[config.mk]
export PLATFORM = sky130hd
export DESIGN_NAME = tracked_handle_set_unit
export DESIGN_NICKNAME = d
export VERILOG_FILES = /design/src/rtl/core/ths_pkg.sv /design/src/rtl/core/ths_front.sv /design/src/rtl/core/ths_cmd_fifo.sv /design/src/rtl/core/ths_back.sv /design/src/rtl/core/tracked_handle_set_unit.sv
export SDC_FILE = /design/constraint.sdc
export NUM_CORES = 1
export LEC_CHECK = 0
export BUFFER_PORTS_ARGS = -buffer_cell sky130_fd_sc_hd__buf_2
export CAP_MARGIN = 20
export CORE_ASPECT_RATIO = 0.9
export CORE_UTILIZATION = 45
export DETAILED_ROUTE_END_ITERATION = 12
export PLACE_DENSITY = 0.66
export SETUP_SLACK_MARGIN = 0.2
export SKIP_LAST_GASP = 1
export SLEW_MARGIN = 25
export SYNTH_ARGS = -nofsm -noshare
export SYNTH_HDL_FRONTEND = slang
export SYNTH_SLANG_ARGS = --single-unit
export TNS_END_PERCENT = 1
[constraint.sdc]
create_clock -name clk_i -period 5.9 [get_ports clk_i]
set_clock_uncertainty 0.1 [all_clocks]
set_input_delay 0.885 -clock clk_i [delete_from_list [all_inputs] [get_ports clk_i]]
set_output_delay 0.885 -clock clk_i [all_outputs]
set_load 0.02 [all_outputs]
[src/rtl/core/ths_pkg.sv]
// Package for the tracked handle set unit: sizes, codes and shared types.
// Used by every module under rtl/core; depends on nothing else.
package ths_pkg;

  // List size and derived widths
  localparam int unsigned CAPACITY = 16;
  localparam int unsigned CNT_W    = $clog2(CAPACITY + 1);
  localparam int unsigned HANDLE_W = 32;
  localparam int unsigned ACT_W    = 2;
  localparam int unsigned STAT_W   = 2;

  // Command queue between front and back (depth must be a power of two)
  localparam int unsigned FIFO_DEPTH = 2;
  localparam int unsigned PTR_W      = $clog2(FIFO_DEPTH);
  localparam int unsigned FCNT_W     = $clog2(FIFO_DEPTH + 1);

  // Stream payload widths, padded to whole bytes
  localparam int unsigned IN_DATA_W  = ((HANDLE_W + 7) / 8) * 8;
  localparam int unsigned OUT_DATA_W = ((STAT_W + HANDLE_W + 7) / 8) * 8;

  // Action codes as they arrive on the input stream
  localparam logic [ACT_W-1:0] ACT_INSERT  = 2'd0;
  localparam logic [ACT_W-1:0] ACT_RELEASE = 2'd1;
  localparam logic [ACT_W-1:0] ACT_CLEAR   = 2'd2;

  // Classified operation handed to the back end
  typedef enum logic [1:0] {
    OP_INSERT,
    OP_RELEASE,
    OP_CLEAR,
    OP_IGNORE
  } op_e;

  // Result status codes
  typedef enum logic [STAT_W-1:0] {
    ST_OK      = 2'd0,
    ST_FULL    = 2'd1,
    ST_HELD    = 2'd2,
    ST_MISSING = 2'd3
  } status_e;

  // Back end sequencer states
  typedef enum logic {
    BK_CMD,
    BK_CLEAR
  } bk_state_e;

  typedef struct packed {
    op_e                 op;
    logic [HANDLE_W-1:0] handle;
  } cmd_t;

  typedef struct packed {
    status_e             status;
    logic [HANDLE_W-1:0] handle;
    logic                valid;
    logic                last;
  } result_t;

  // Back end status seen by the top level
  typedef struct packed {
    logic [CNT_W-1:0] count;
    logic             clearing;
  } back_stat_t;

endpackage

[src/rtl/core/ths_front.sv]
// Front end of the tracked handle set unit: accepts input transactions and
// classifies the action code into a queued command. Depends on ths_pkg.
module ths_front (
  input  logic                         s_axis_tvalid_i,
  output logic                         s_axis_tready_o,
  input  logic [ths_pkg::IN_DATA_W-1:0] s_axis_tdata_i,  // handle
  input  logic [ths_pkg::ACT_W-1:0]    s_axis_tuser_i,  // action
  input  logic                         fifo_full_i,
  output logic                         push_o,
  output ths_pkg::cmd_t                cmd_o
);

  ths_pkg::op_e op;

  // Decode the action; the unused code becomes a no-op
  always_comb begin
    case (s_axis_tuser_i)
      ths_pkg::ACT_INSERT:  op = ths_pkg::OP_INSERT;
      ths_pkg::ACT_RELEASE: op = ths_pkg::OP_RELEASE;
      ths_pkg::ACT_CLEAR:   op = ths_pkg::OP_CLEAR;
      default:              op = ths_pkg::OP_IGNORE;
    endcase
  end

  // Handshake: take a transaction whenever the queue has room
  assign s_axis_tready_o = !fifo_full_i;
  assign push_o          = s_axis_tvalid_i && !fifo_full_i;
  assign cmd_o.op        = op;
  assign cmd_o.handle    = s_axis_tdata_i[ths_pkg::HANDLE_W-1:0];

endmodule

[src/rtl/core/ths_cmd_fifo.sv]
// Short command queue between front and back end of the handle set unit.
// Depends on ths_pkg for the command type and depth.
module ths_cmd_fifo (
  input  logic          clk_i,
  input  logic          rst_ni,
  input  logic          push_i,
  input  ths_pkg::cmd_t cmd_i,
  output logic          full_o,
  input  logic          pop_i,
  output ths_pkg::cmd_t cmd_o,
  output logic          empty_o
);

  ths_pkg::cmd_t                   slots_q [ths_pkg::FIFO_DEPTH];
  logic [ths_pkg::PTR_W-1:0]       wr_ptr_q, wr_ptr_d;
  logic [ths_pkg::PTR_W-1:0]       rd_ptr_q, rd_ptr_d;
  logic [ths_pkg::FCNT_W-1:0]      cnt_q, cnt_d;
  logic                            do_push, do_pop;

  assign full_o  = (cnt_q == ths_pkg::FCNT_W'(ths_pkg::FIFO_DEPTH));
  assign empty_o = (cnt_q == '0);
  assign do_push = push_i && !full_o;
  assign do_pop  = pop_i && !empty_o;
  assign cmd_o   = slots_q[rd_ptr_q];

  // Pointer and fill count update
  always_comb begin
    wr_ptr_d = do_push ? wr_ptr_q + 1'b1 : wr_ptr_q;
    rd_ptr_d = do_pop ? rd_ptr_q + 1'b1 : rd_ptr_q;
    cnt_d    = cnt_q;
    if (do_push && !do_pop) begin
      cnt_d = cnt_q + 1'b1;
    end else if (do_pop && !do_push) begin
      cnt_d = cnt_q - 1'b1;
    end
  end

  always_ff @(posedge clk_i or negedge rst_ni) begin
    if (!rst_ni) begin
      wr_ptr_q <= '0;
      rd_ptr_q <= '0;
      cnt_q    <= '0;
    end else begin
      wr_ptr_q <= wr_ptr_d;
      rd_ptr_q <= rd_ptr_d;
      cnt_q    <= cnt_d;
    end
  end

  // Payload storage, no reset
  always_ff @(posedge clk_i) begin
    if (do_push) begin
      slots_q[wr_ptr_q] <= cmd_i;
    end
  end

endmodule

[src/rtl/core/ths_back.sv]
// Back end of the handle set unit: holds the handle list, compares all held
// entries in parallel, shifts on release and clear, registers each result.
// Depends on ths_pkg.
module ths_back (
  input  logic                clk_i,
  input  logic                rst_ni,
  input  ths_pkg::cmd_t       cmd_i,
  input  logic                cmd_valid_i,
  output logic                cmd_pop_o,
  output ths_pkg::result_t    res_o,
  output logic                res_valid_o,
  input  logic                res_ready_i,
  output ths_pkg::back_stat_t stat_o
);

  localparam int unsigned CAP = ths_pkg::CAPACITY;

  logic [ths_pkg::HANDLE_W-1:0] entries_q [CAP];
  logic [ths_pkg::CNT_W-1:0]    count_q, count_d;
  ths_pkg::bk_state_e           state_q, state_d;
  ths_pkg::result_t             out_q, out_d;
  logic                         out_valid_q, out_valid_d;

  logic                         out_free;
  logic                         load;
  logic [CAP-1:0]               match;
  logic [CAP-1:0]               from_match;
  logic                         any_match;
  logic [CAP-1:0]               shift_vec;
  logic [CAP-1:0]               wr_vec;

  // Bits 0..k set
  function automatic logic [CAP-1:0] lo_mask(input int unsigned k);
    logic [CAP-1:0] m;
    m = '0;
    for (int unsigned j = 0; j < CAP; j++) begin
      m[j] = (j <= k);
    end
    return m;
  endfunction

  assign out_free = !out_valid_q || res_ready_i;

  // Parallel compare over held entries only
  always_comb begin
    for (int unsigned k = 0; k < CAP; k++) begin
      match[k] = (ths_pkg::CNT_W'(k) < count_q) && (entries_q[k] == cmd_i.handle);
    end
  end

  // Entries at or above the hit position move down (handles are unique)
  always_comb begin
    for (int unsigned k = 0; k < CAP; k++) begin
      from_match[k] = |(match & lo_mask(k));
    end
  end

  assign any_match = |match;

  // Next state
  always_comb begin
    state_d = state_q;
    case (state_q)
      ths_pkg::BK_CMD: begin
        if (cmd_valid_i && out_free && (cmd_i.op == ths_pkg::OP_CLEAR) &&
            (count_q > ths_pkg::CNT_W'(1))) begin
          state_d = ths_pkg::BK_CLEAR;
        end
      end
      ths_pkg::BK_CLEAR: begin
        if (out_free && (count_q <= ths_pkg::CNT_W'(1))) begin
          state_d = ths_pkg::BK_CMD;
        end
      end
      default: state_d = ths_pkg::BK_CMD;
    endcase
  end

  // Command execution and result formation
  always_comb begin
    cmd_pop_o    = 1'b0;
    load         = 1'b0;
    count_d      = count_q;
    shift_vec    = '0;
    wr_vec       = '0;
    out_d.status = ths_pkg::ST_OK;
    out_d.handle = '0;
    out_d.valid  = 1'b0;
    out_d.last   = 1'b1;
    case (state_q)
      ths_pkg::BK_CMD: begin
        if (cmd_valid_i && out_free) begin
          cmd_pop_o = 1'b1;
          load      = 1'b1;
          case (cmd_i.op)
            ths_pkg::OP_INSERT: begin
              if (count_q >= ths_pkg::CNT_W'(CAP)) begin
                out_d.status = ths_pkg::ST_FULL;
              end else if (any_match) begin
                out_d.status = ths_pkg::ST_HELD;
              end else begin
                for (int unsigned k = 0; k < CAP; k++) begin
                  wr_vec[k] = (ths_pkg::CNT_W'(k) == count_q);
                end
                count_d = count_q + 1'b1;
              end
            end
            ths_pkg::OP_RELEASE: begin
              if (any_match) begin
                shift_vec = from_match;
                count_d   = count_q - 1'b1;
              end else begin
                out_d.status = ths_pkg::ST_MISSING;
              end
            end
            ths_pkg::OP_CLEAR: begin
              if (count_q != '0) begin
                out_d.handle = entries_q[0];
                out_d.valid  = 1'b1;
                out_d.last   = (count_q == ths_pkg::CNT_W'(1));
                shift_vec    = '1;
                count_d      = count_q - 1'b1;
              end
            end
            default: ;
          endcase
        end
      end
      ths_pkg::BK_CLEAR: begin
        // Emit the head entry and shift the list down each cycle that the result register is free
        if (out_free) begin
          load         = 1'b1;
          out_d.handle = entries_q[0];
          out_d.valid  = 1'b1;
          out_d.last   = (count_q <= ths_pkg::CNT_W'(1));
          shift_vec    = '1;
          count_d      = count_q - 1'b1;
        end
      end
      default: ;
    endcase
  end

  assign out_valid_d = load ? 1'b1 : (res_ready_i ? 1'b0 : out_valid_q);

  // Control registers
  always_ff @(posedge clk_i or negedge rst_ni) begin
    if (!rst_ni) begin
      state_q     <= ths_pkg::BK_CMD;
      count_q     <= '0;
      out_valid_q <= 1'b0;
    end else begin
      state_q     <= state_d;
      count_q     <= count_d;
      out_valid_q <= out_valid_d;
    end
  end

  // Result register, no reset
  always_ff @(posedge clk_i) begin
    if (load) begin
      out_q <= out_d;
    end
  end

  // Handle list: append at the count position, shift down from a position
  always_ff @(posedge clk_i) begin
    for (int unsigned k = 0; k < CAP; k++) begin
      if (wr_vec[k]) begin
        entries_q[k] <= cmd_i.handle;
      end else if (shift_vec[k] && (k + 1 < CAP)) begin
        entries_q[k] <= entries_q[(k + 1 < CAP) ? k + 1 : k];
      end
    end
  end

  assign res_o           = out_q;
  assign res_valid_o     = out_valid_q;
  assign stat_o.count    = count_q;
  assign stat_o.clearing = (state_q == ths_pkg::BK_CLEAR);

endmodule

[src/rtl/core/tracked_handle_set_unit.sv]
// Tracked handle set unit. Each accepted input transaction is queued in the command
// FIFO, then executed by the back end, which registers its result.
// Insert, release and ignored codes each give one result; a clear of n held handles
// gives max(n,1) results, set by the one-entry-per-cycle shift while the output is not stalled.
// Reset: asynchronous, active low; empties the list and the queue; stored
// handles are not cleared.
module tracked_handle_set_unit (
  input  logic                          clk_i,
  input  logic                          rst_ni,
  input  logic                          s_axis_tvalid_i,
  output logic                          s_axis_tready_o,
  input  logic [ths_pkg::IN_DATA_W-1:0]  s_axis_tdata_i,  // [31:0] handle
  input  logic [ths_pkg::ACT_W-1:0]     s_axis_tuser_i,  // [1:0] action
  output logic                          m_axis_tvalid_o,
  input  logic                          m_axis_tready_i,
  output logic [ths_pkg::OUT_DATA_W-1:0] m_axis_tdata_o,  // [1:0] status, [33:2] released_handle
  output logic [0:0]                    m_axis_tuser_o,  // [0] handle_valid
  output logic                          m_axis_tlast_o
);

  ths_pkg::cmd_t       push_cmd, head_cmd;
  logic                push, fifo_full, fifo_empty, pop;
  ths_pkg::result_t    res;
  ths_pkg::back_stat_t bk_stat;

  // Accept and classify
  ths_front u_front (
    .s_axis_tvalid_i (s_axis_tvalid_i),
    .s_axis_tready_o (s_axis_tready_o),
    .s_axis_tdata_i  (s_axis_tdata_i),
    .s_axis_tuser_i  (s_axis_tuser_i),
    .fifo_full_i     (fifo_full),
    .push_o          (push),
    .cmd_o           (push_cmd)
  );

  // Decoupling queue
  ths_cmd_fifo u_fifo (
    .clk_i   (clk_i),
    .rst_ni  (rst_ni),
    .push_i  (push),
    .cmd_i   (push_cmd),
    .full_o  (fifo_full),
    .pop_i   (pop),
    .cmd_o   (head_cmd),
    .empty_o (fifo_empty)
  );

  // List storage and execution
  ths_back u_back (
    .clk_i       (clk_i),
    .rst_ni      (rst_ni),
    .cmd_i       (head_cmd),
    .cmd_valid_i (!fifo_empty),
    .cmd_pop_o   (pop),
    .res_o       (res),
    .res_valid_o (m_axis_tvalid_o),
    .res_ready_i (m_axis_tready_i),
    .stat_o      (bk_stat)
  );

  // Output packing
  assign m_axis_tdata_o    = ths_pkg::OUT_DATA_W'({res.handle, res.status});
  assign m_axis_tuser_o[0] = res.valid;
  assign m_axis_tlast_o    = res.last;

`ifndef SYNTHESIS
  a_count_bound: assert property (@(posedge clk_i) disable iff (!rst_ni)
    bk_stat.count <= ths_pkg::CNT_W'(ths_pkg::CAPACITY))
    else $error("held count exceeds capacity");

  a_clear_continues: assert property (@(posedge clk_i) disable iff (!rst_ni)
    (m_axis_tvalid_o && m_axis_tready_i && !m_axis_tlast_o) |=>
    (m_axis_tvalid_o && m_axis_tuser_o[0]))
    else $error("clear run broke before its last handle");

  a_nonlast_in_clear: assert property (@(posedge clk_i) disable iff (!rst_ni)
    (m_axis_tvalid_o && !m_axis_tlast_o) |-> (m_axis_tuser_o[0] && bk_stat.clearing))
    else $error("non-last result outside a clear run");
`endif

endmodule
==> qor.yml, run 1 <==
power_and_ir_drop:
  peakVddDrop_mv: 0.309
  p_per_area_nw_per_um2: 624
  p_leak_nw: 12.4
run_status:
  status: "finished clean"
timing:
  final.setup.tns_ns: 0
  final.period_utilization_pct: 91.2
  max_slew.worst_pin.slew_ns: 1.06
  finalCriticalPeriod_ns: 5.38
  setup_viol: 0
  relSlewSlack_pct: 29.2
  final_hold_viol_count: 0
  fmax_mhz: 186
  rsz0062_at_grt: "false"
  drv_slew: 0
  whs_ns: 0.0658
run:
  drv_cap: 0
clocking:
  cts_setup_buffers: 0
  cts.htree.levels: 2
  ctsHoldBuffers: 0
  cts_tree: "built"
  clk_path_buf_depth: 3
  path_clk_slew_ns: 0.07
  cts_buffers: 61
  cts-root-buf: "clkbuf_16"
  cts_resized: 0
  clock-sinks: 627
  clk_latency_ns: 0.66
die:
  die_area_um2: 75200
  initial_core_util_pct: 45.6
  die_h_um: 260
  core_area_um2: 73200
  placementRows: 94
  io_pins: 82
  die_x_um: 289
setup_path:
  end_kind: "register"
  worstPathRequired_ns: 6.15
  cp_data_arrival_time_ns: 5.63
  crit_type: "register to register"
  path_max_fanout: 23
  crit_path_start_kind: "register"
drt:
  wl_per_cell_um: 30.1
  drc_errors: 0
  vias: 20700
  drtPass1Iterations: 6
  ant_nets: 0
  drt-initial-drc-count: 2843
  avgViaCountPerCell: 6.03
  drt-total-wl_um: 103000
yosys:
  ys.flop_type: "edfxtp_1"
  syn_area_um2: 33300
  yosys.area.top_type: "edfxtp_1"
  netlist_top_cells_area: "edfxtp_1 55%, xnor2_1 14%, mux2_2 7.4%"
  synth_most_common_cell: "edfxtp_1"
  synth_edf_count: 616
  ys_top_cells_by_count: "616 x edfxtp_1, 517 x xnor2_1, 218 x mux2_2, 120 x mux2_4, 107 x nor4_1"
  synth.top_cell.area_share_pct: 55.5
  ys_seq_elements: 627
  ys_seq_area_share_pct: 56.3
  ys_types: 60
  synthCells: 2308
  ys_async_sr_fraction_pct: 1.75
  syn_area_per_cell_um2: 14.4
  ys_warn_count: 0
hold_path:
  hp-class: "input pin to asynchronous set/reset pin"
place:
  gp_congestion: 0.963
  io_buffers: 75
  dp_hpwl_um: 72100
global_routing:
  grt_pass1_wl_um: 147000
  grt_pass1_vias: 20200
  overflow: 0
  grt_max_degree: 66
  grt_usage_pct: 27.4
  antenna_found_initial: 2
layout:
  final_layout_size_suffix_gt1_share_pct: 28.5
  nets: 2468
  area_growth_pct: 12.0
registers in the layout, indices dropped and copies added, names as in the netlist:
signal              flops
u_back.entries_q      512
u_fifo.slots_q         68
u_back.res_o           36
u_back.count_q          5
u_fifo.cnt_q            2
u_back.res_valid_o      1
u_back.state_q          1
u_fifo.rd_ptr_q         1
u_fifo.wr_ptr_q         1
final cells by class:
cell class | instances | area [um2]
repair buffers | 192 | 1520
clock inverters | 37 | 354
fillers | 6136 | 35800
flip-flops and latches | 627 | 18800
well taps | 960 | 1200
diodes | 1 | 2.50
clock buffers | 74 | 1600
inverters | 44 | 165
multi-input cells | 1495 | 13700
power by group:
group | total [W] | switching (W) | leakage, nW | internal, W
registers | 0.00850 | 0.00124 | 5.86 | 0.00727
clock network | 0.00394 | 0.00176 | 0.955 | 0.00218
logic | 0.0109 | 0.00624 | 5.58 | 0.00462
layout by cell type, fill, tap and decap left out, types with 24 or more instances in the layout:
cell and count:
mux2_1 79, and2_1 33, nand2_1 37, buf_4 97
clkbuf_16 62, mux2_2 218, nor2_1 84, nand4_1 27
inv_1 27, edfxtp_1 616, mux2i_4 32, nand3_1 24
buf_2 75, a21oi_1 82, mux2_4 120, xnor2_1 517
nor4_1 107
worst max-delay path, cell delays in order (launching register included):
cell and delay, ns:
dfrtp_4 0.80, mux2i_4 0.73, buf_4 0.39, xnor2_1 0.17, nor4_1 0.08, nand4_1 0.20
nor3_1 0.10, buf_4 0.15, nor4_2 0.36, nand4_4 0.18, nor2_8 0.39, nand2_1 0.34
o21ai_4 0.73, buf_4 0.29
cell families after synthesis:
group,count (synthesis),share of synthesized area (%)
DFF,627,56.3
xor gates and xnor gates,522,13.7
muxes,451,17.4
and+or+nand+nor,369,6.28
buffers and inverters,191,3.41
AOI/OAI and AO/OA,138,2.55
adders and majority gates,9,0.338
other,1,0.0113
worst paths after layout:
path | depth (start not counted) | slack (ns) | start | end
min in group clk_i | 1 | 0.32 | s_axis_tdata_i[23] | u_fifo.slots_q[0][23]$_DFFE_PP_
max in group asynchronous | 1 | 5.29 | rst_ni | u_fifo.rd_ptr_q$_DFFE_PN0P_
worst min register to register | 1 | 0.40 | u_fifo.cnt_q[1]$_DFFE_PN0P_ | u_fifo.cnt_q[1]$_DFFE_PN0P_
worst max register to register | 13 | 0.52 | u_fifo.rd_ptr_q$_DFFE_PN0P_ | u_back.entries_q[1][39]$_DFFE_PP_
worst min-delay path | 1 | 0.07 | rst_ni | u_back.res_valid_o$_DFFE_PN0P_
worst max-delay path | 13 | 0.52 | u_fifo.rd_ptr_q$_DFFE_PN0P_ | u_back.entries_q[1][39]$_DFFE_PP_
through the flow:
step / cell area [um2] / total power, W / worst slack, ns / util [%] / std cells
floorplan: 33300 / 0.0154 / 0.213 / - / 2313
global placement: 35300 / 0.0190 / 0.592 / 48.2 / 3312
detailed placement: 35300 / 0.0191 / 0.584 / 48.2 / 3314
CTS: 37200 / 0.0231 / 0.541 / 50.9 / 3425
global route: 37300 / 0.0240 / 0.321 / 51.0 / 3429
finish: 37300 / 0.0233 / 0.519 / 51.0 / 3430
routing by layer:
layer,vias to the layer above,GRT usage (%),routed length (um)
met4,0,8.16,3260
li1,8673,-,-
met1,10600,39.1,43300
met2,1171,41.7,46400
met5,-,0,0
met3,210,5.83,10500
Note: power is estimated with default switching activity, not from simulation.
==> inputs of run 2 (changes only) <==
--- a/config.mk
+++ b/config.mk
@@ -7,7 +7,6 @@
 export LEC_CHECK = 0
 export BUFFER_PORTS_ARGS = -buffer_cell sky130_fd_sc_hd__buf_2
 export CAP_MARGIN = 20
-export CORE_ASPECT_RATIO = 0.9
 export CORE_UTILIZATION = 45
 export DETAILED_ROUTE_END_ITERATION = 12
 export PLACE_DENSITY = 0.66
==> run 2 against run 1 <==
  * The flow now finishes with violations (design-rule violations)
  * Worst setup slack worse by 0.031 ns
  * Sequential power decreased by 1%
  * Clock-buffer cell count increased by 11
  * Critical path depth did not move
  * Worst hold slack better by 0.0095 ns
  * Non-clock buffer count is 5 lower
  * Sequential share of layout area decreased by 0.26 points
  * Cell count about the same
  * Combinational power hardly changed
  * Flip-flop and latch count stayed put
  * First-iteration DRC count down 25%
  * Largest cell class unchanged
  * Largest power group unchanged
  * Highest routed layer unchanged
==> qor.yml, run 2 (same netlist as run 1, synthesis figures left out) <==
layout:
  final_layout_size_suffix_gt1_share_pct: 28.7
  design_area_um2: 37500
  final_cell_mix: "616 x edfxtp_1, 517 x xnor2_1, 218 x mux2_2, 120 x mux2_4, 107 x nor4_1"
  diodes: 0
  fillers: 6113
  final_common_cell: "edfxtp_1"
  nets: 2470
  largest_reg_flops: 512
  regMostFlops: "u_back.entries_q"
  area_growth_pct: 12.6
timing:
  final_hold_viol_count: 0
  rsz0062_at_grt: "false"
  final.setup.tns_ns: 0
  setup_viol: 0
  final.period_utilization_pct: 91.7
  drv_slew: 0
  fmax_mhz: 185
  finalCriticalPeriod_ns: 5.41
  max_slew.worst_pin.slew_ns: 1.08
  relSlewSlack_pct: 27.5
hold_path:
  hp-class: "input pin to asynchronous set/reset pin"
power_and_ir_drop:
  p_per_area_nw_per_um2: 624
  p_clk_share_pct: 18.4
  power_frac_seq_pct: 35.8
  intPower_w: 0.0143
  p_switching_w: 0.00907
  totalPowerFinal_w: 0.0234
  peakVddDrop_mv: 0.257
  p_leak_nw: 12.5
  power_frac_comb_pct: 45.8
  switching_share_pct: 38.8
drt:
  drt-total-wl_um: 101000
  ant_nets: 0
  drc_errors: 22
  avgViaCountPerCell: 5.81
  wl_per_cell_um: 29.4
  drt-initial-drc-count: 2136
  vias: 20000
  drtPass1Iterations: 9
global_routing:
  grt_pass1_vias: 20300
  met3_usage_pct: 4.16
  grt_use_met2_pct: 44.6
  grt_pass1_wl_um: 144000
  busiest_layer: "met2"
  overflow: 0
  grt_max_degree: 66
  grtUsageMet1_pct: 33.7
  grt_usage_pct: 27.0
  antenna_found_initial: 1
clocking:
  cts_resized: 0
  clock-sinks: 627
  cts_tree: "built"
  cts_buffers: 68
  clk_path_buf_depth: 3
  clk_latency_ns: 0.64
  cts_setup_buffers: 0
  cts.htree.levels: 3
  cts-root-buf: "clkbuf_16"
  path_clk_slew_ns: 0.06
  ctsHoldBuffers: 0
setup_path:
  crit_type: "register to register"
  path_max_fanout: 32
  cp_data_arrival_time_ns: 5.67
  end_kind: "register"
  reg2reg_from: "u_fifo.rd_ptr_q$_DFFE_PN0P_"
  crit_path_start: "u_fifo.rd_ptr_q$_DFFE_PN0P_"
  crit_path_start_kind: "register"
  worstPathRequired_ns: 6.16
place:
  gp_congestion: 1.11
  place_area_um2: 35300
  io_buffers: 75
  dp_hpwl_um: 71400
die:
  initial_core_util_pct: 45.6
  die_x_um: 274
  die_area_um2: 75200
  io_pins: 82
  placementRows: 99
  die_h_um: 274
  core_area_um2: 73100
run_status:
  violations: "design-rule violations"
  status: "finished, violations left"
run:
  drv_cap: 0
==> run 2: changes by cell type in the layout (fill, tap and decap cells not counted), moves of 2 or more <==
cell and change:
buf_4 -5, buf_16 -3, nor3b_1 -2, o21ai_4 -2, nor3b_2 +2, clkinv_8 +2
inv_6 +2, buf_12 +5, buf_8 -2, clkinv_2 -5, clkbuf_8 +5, o21ai_2 +2
clkbuf_16 +6
==> run 2: cell type report <==
type	count	area [um2]	share of cell area [%]
Sequential cell	627	18800	50.0
Multi-Input combinational cell	1495	13700	36.6
Clock buffer	85	1820	4.84
Timing Repair Buffer	187	1470	3.91
Tap cell	959	1200	3.20
Clock inverter	35	387	1.03
Inverter	44	165	0.440
==> run 2: per-layer routing <==
metal	up-vias	share of wire (%)
met5	-	0
met1	10200	40
met3	246	5.9
met2	866	48
li1	8669	-
met4	0	6.4
==> run 2: metrics by stage <==
stage | setup slack, ns | util [%] | std cells | hold slack, ns
2_1_floorplan | 0.213 | - | 2313 | 0.361
3_3_place_gp | 0.737 | 48.3 | 3311 | 0.378
3_5_place_dp | 0.623 | 48.3 | 3311 | 0.412
4_1_cts | 0.620 | 51.3 | 3431 | 0.0632
5_1_grt | 0.372 | 51.4 | 3432 | 0.0715
6_report | 0.488 | 51.4 | 3432 | 0.0754
==> run 2: power by group through the flow <==
stage,combinational (W),clock (W),sequential [W]
floorplan,0.00723,0,0.00820
global placement,0.0104,0,0.00841
detailed placement,0.0106,0,0.00845
CTS,0.0106,0.00434,0.00836
global route,0.0112,0.00451,0.00847
finish,0.0107,0.00431,0.00838
==> run 2: critical path, cell delays in order (launching register included) <==
cell,delay [ns]
dfrtp_4,0.73
buf_12,0.29
mux2i_4,0.25
buf_4,0.51
xnor2_1,0.13
nor4_1,0.78
nand4_1,0.18
nor3_1,0.57
nor4_4,0.18
nand4_4,0.24
nor2_8,0.13
a311oi_4,0.33
buf_12,0.27
mux2_2,0.37
==> run 2: path summary, 6_finish.rpt <==
path	end	cells past startpoint	slack, ns
max	u_back.entries_q[1][128]$_DFFE_PP_	13	0.49
min	u_fifo.cnt_q[0]$_DFFE_PN0P_	1	0.08
max reg2reg	u_back.entries_q[1][128]$_DFFE_PP_	13	0.49
min reg2reg	u_fifo.cnt_q[1]$_DFFE_PN0P_	1	0.42
max in group asynchronous	u_fifo.rd_ptr_q$_DFFE_PN0P_	1	5.30
min in group clk_i	u_fifo.slots_q[1][15]$_DFFE_PP_	1	0.34
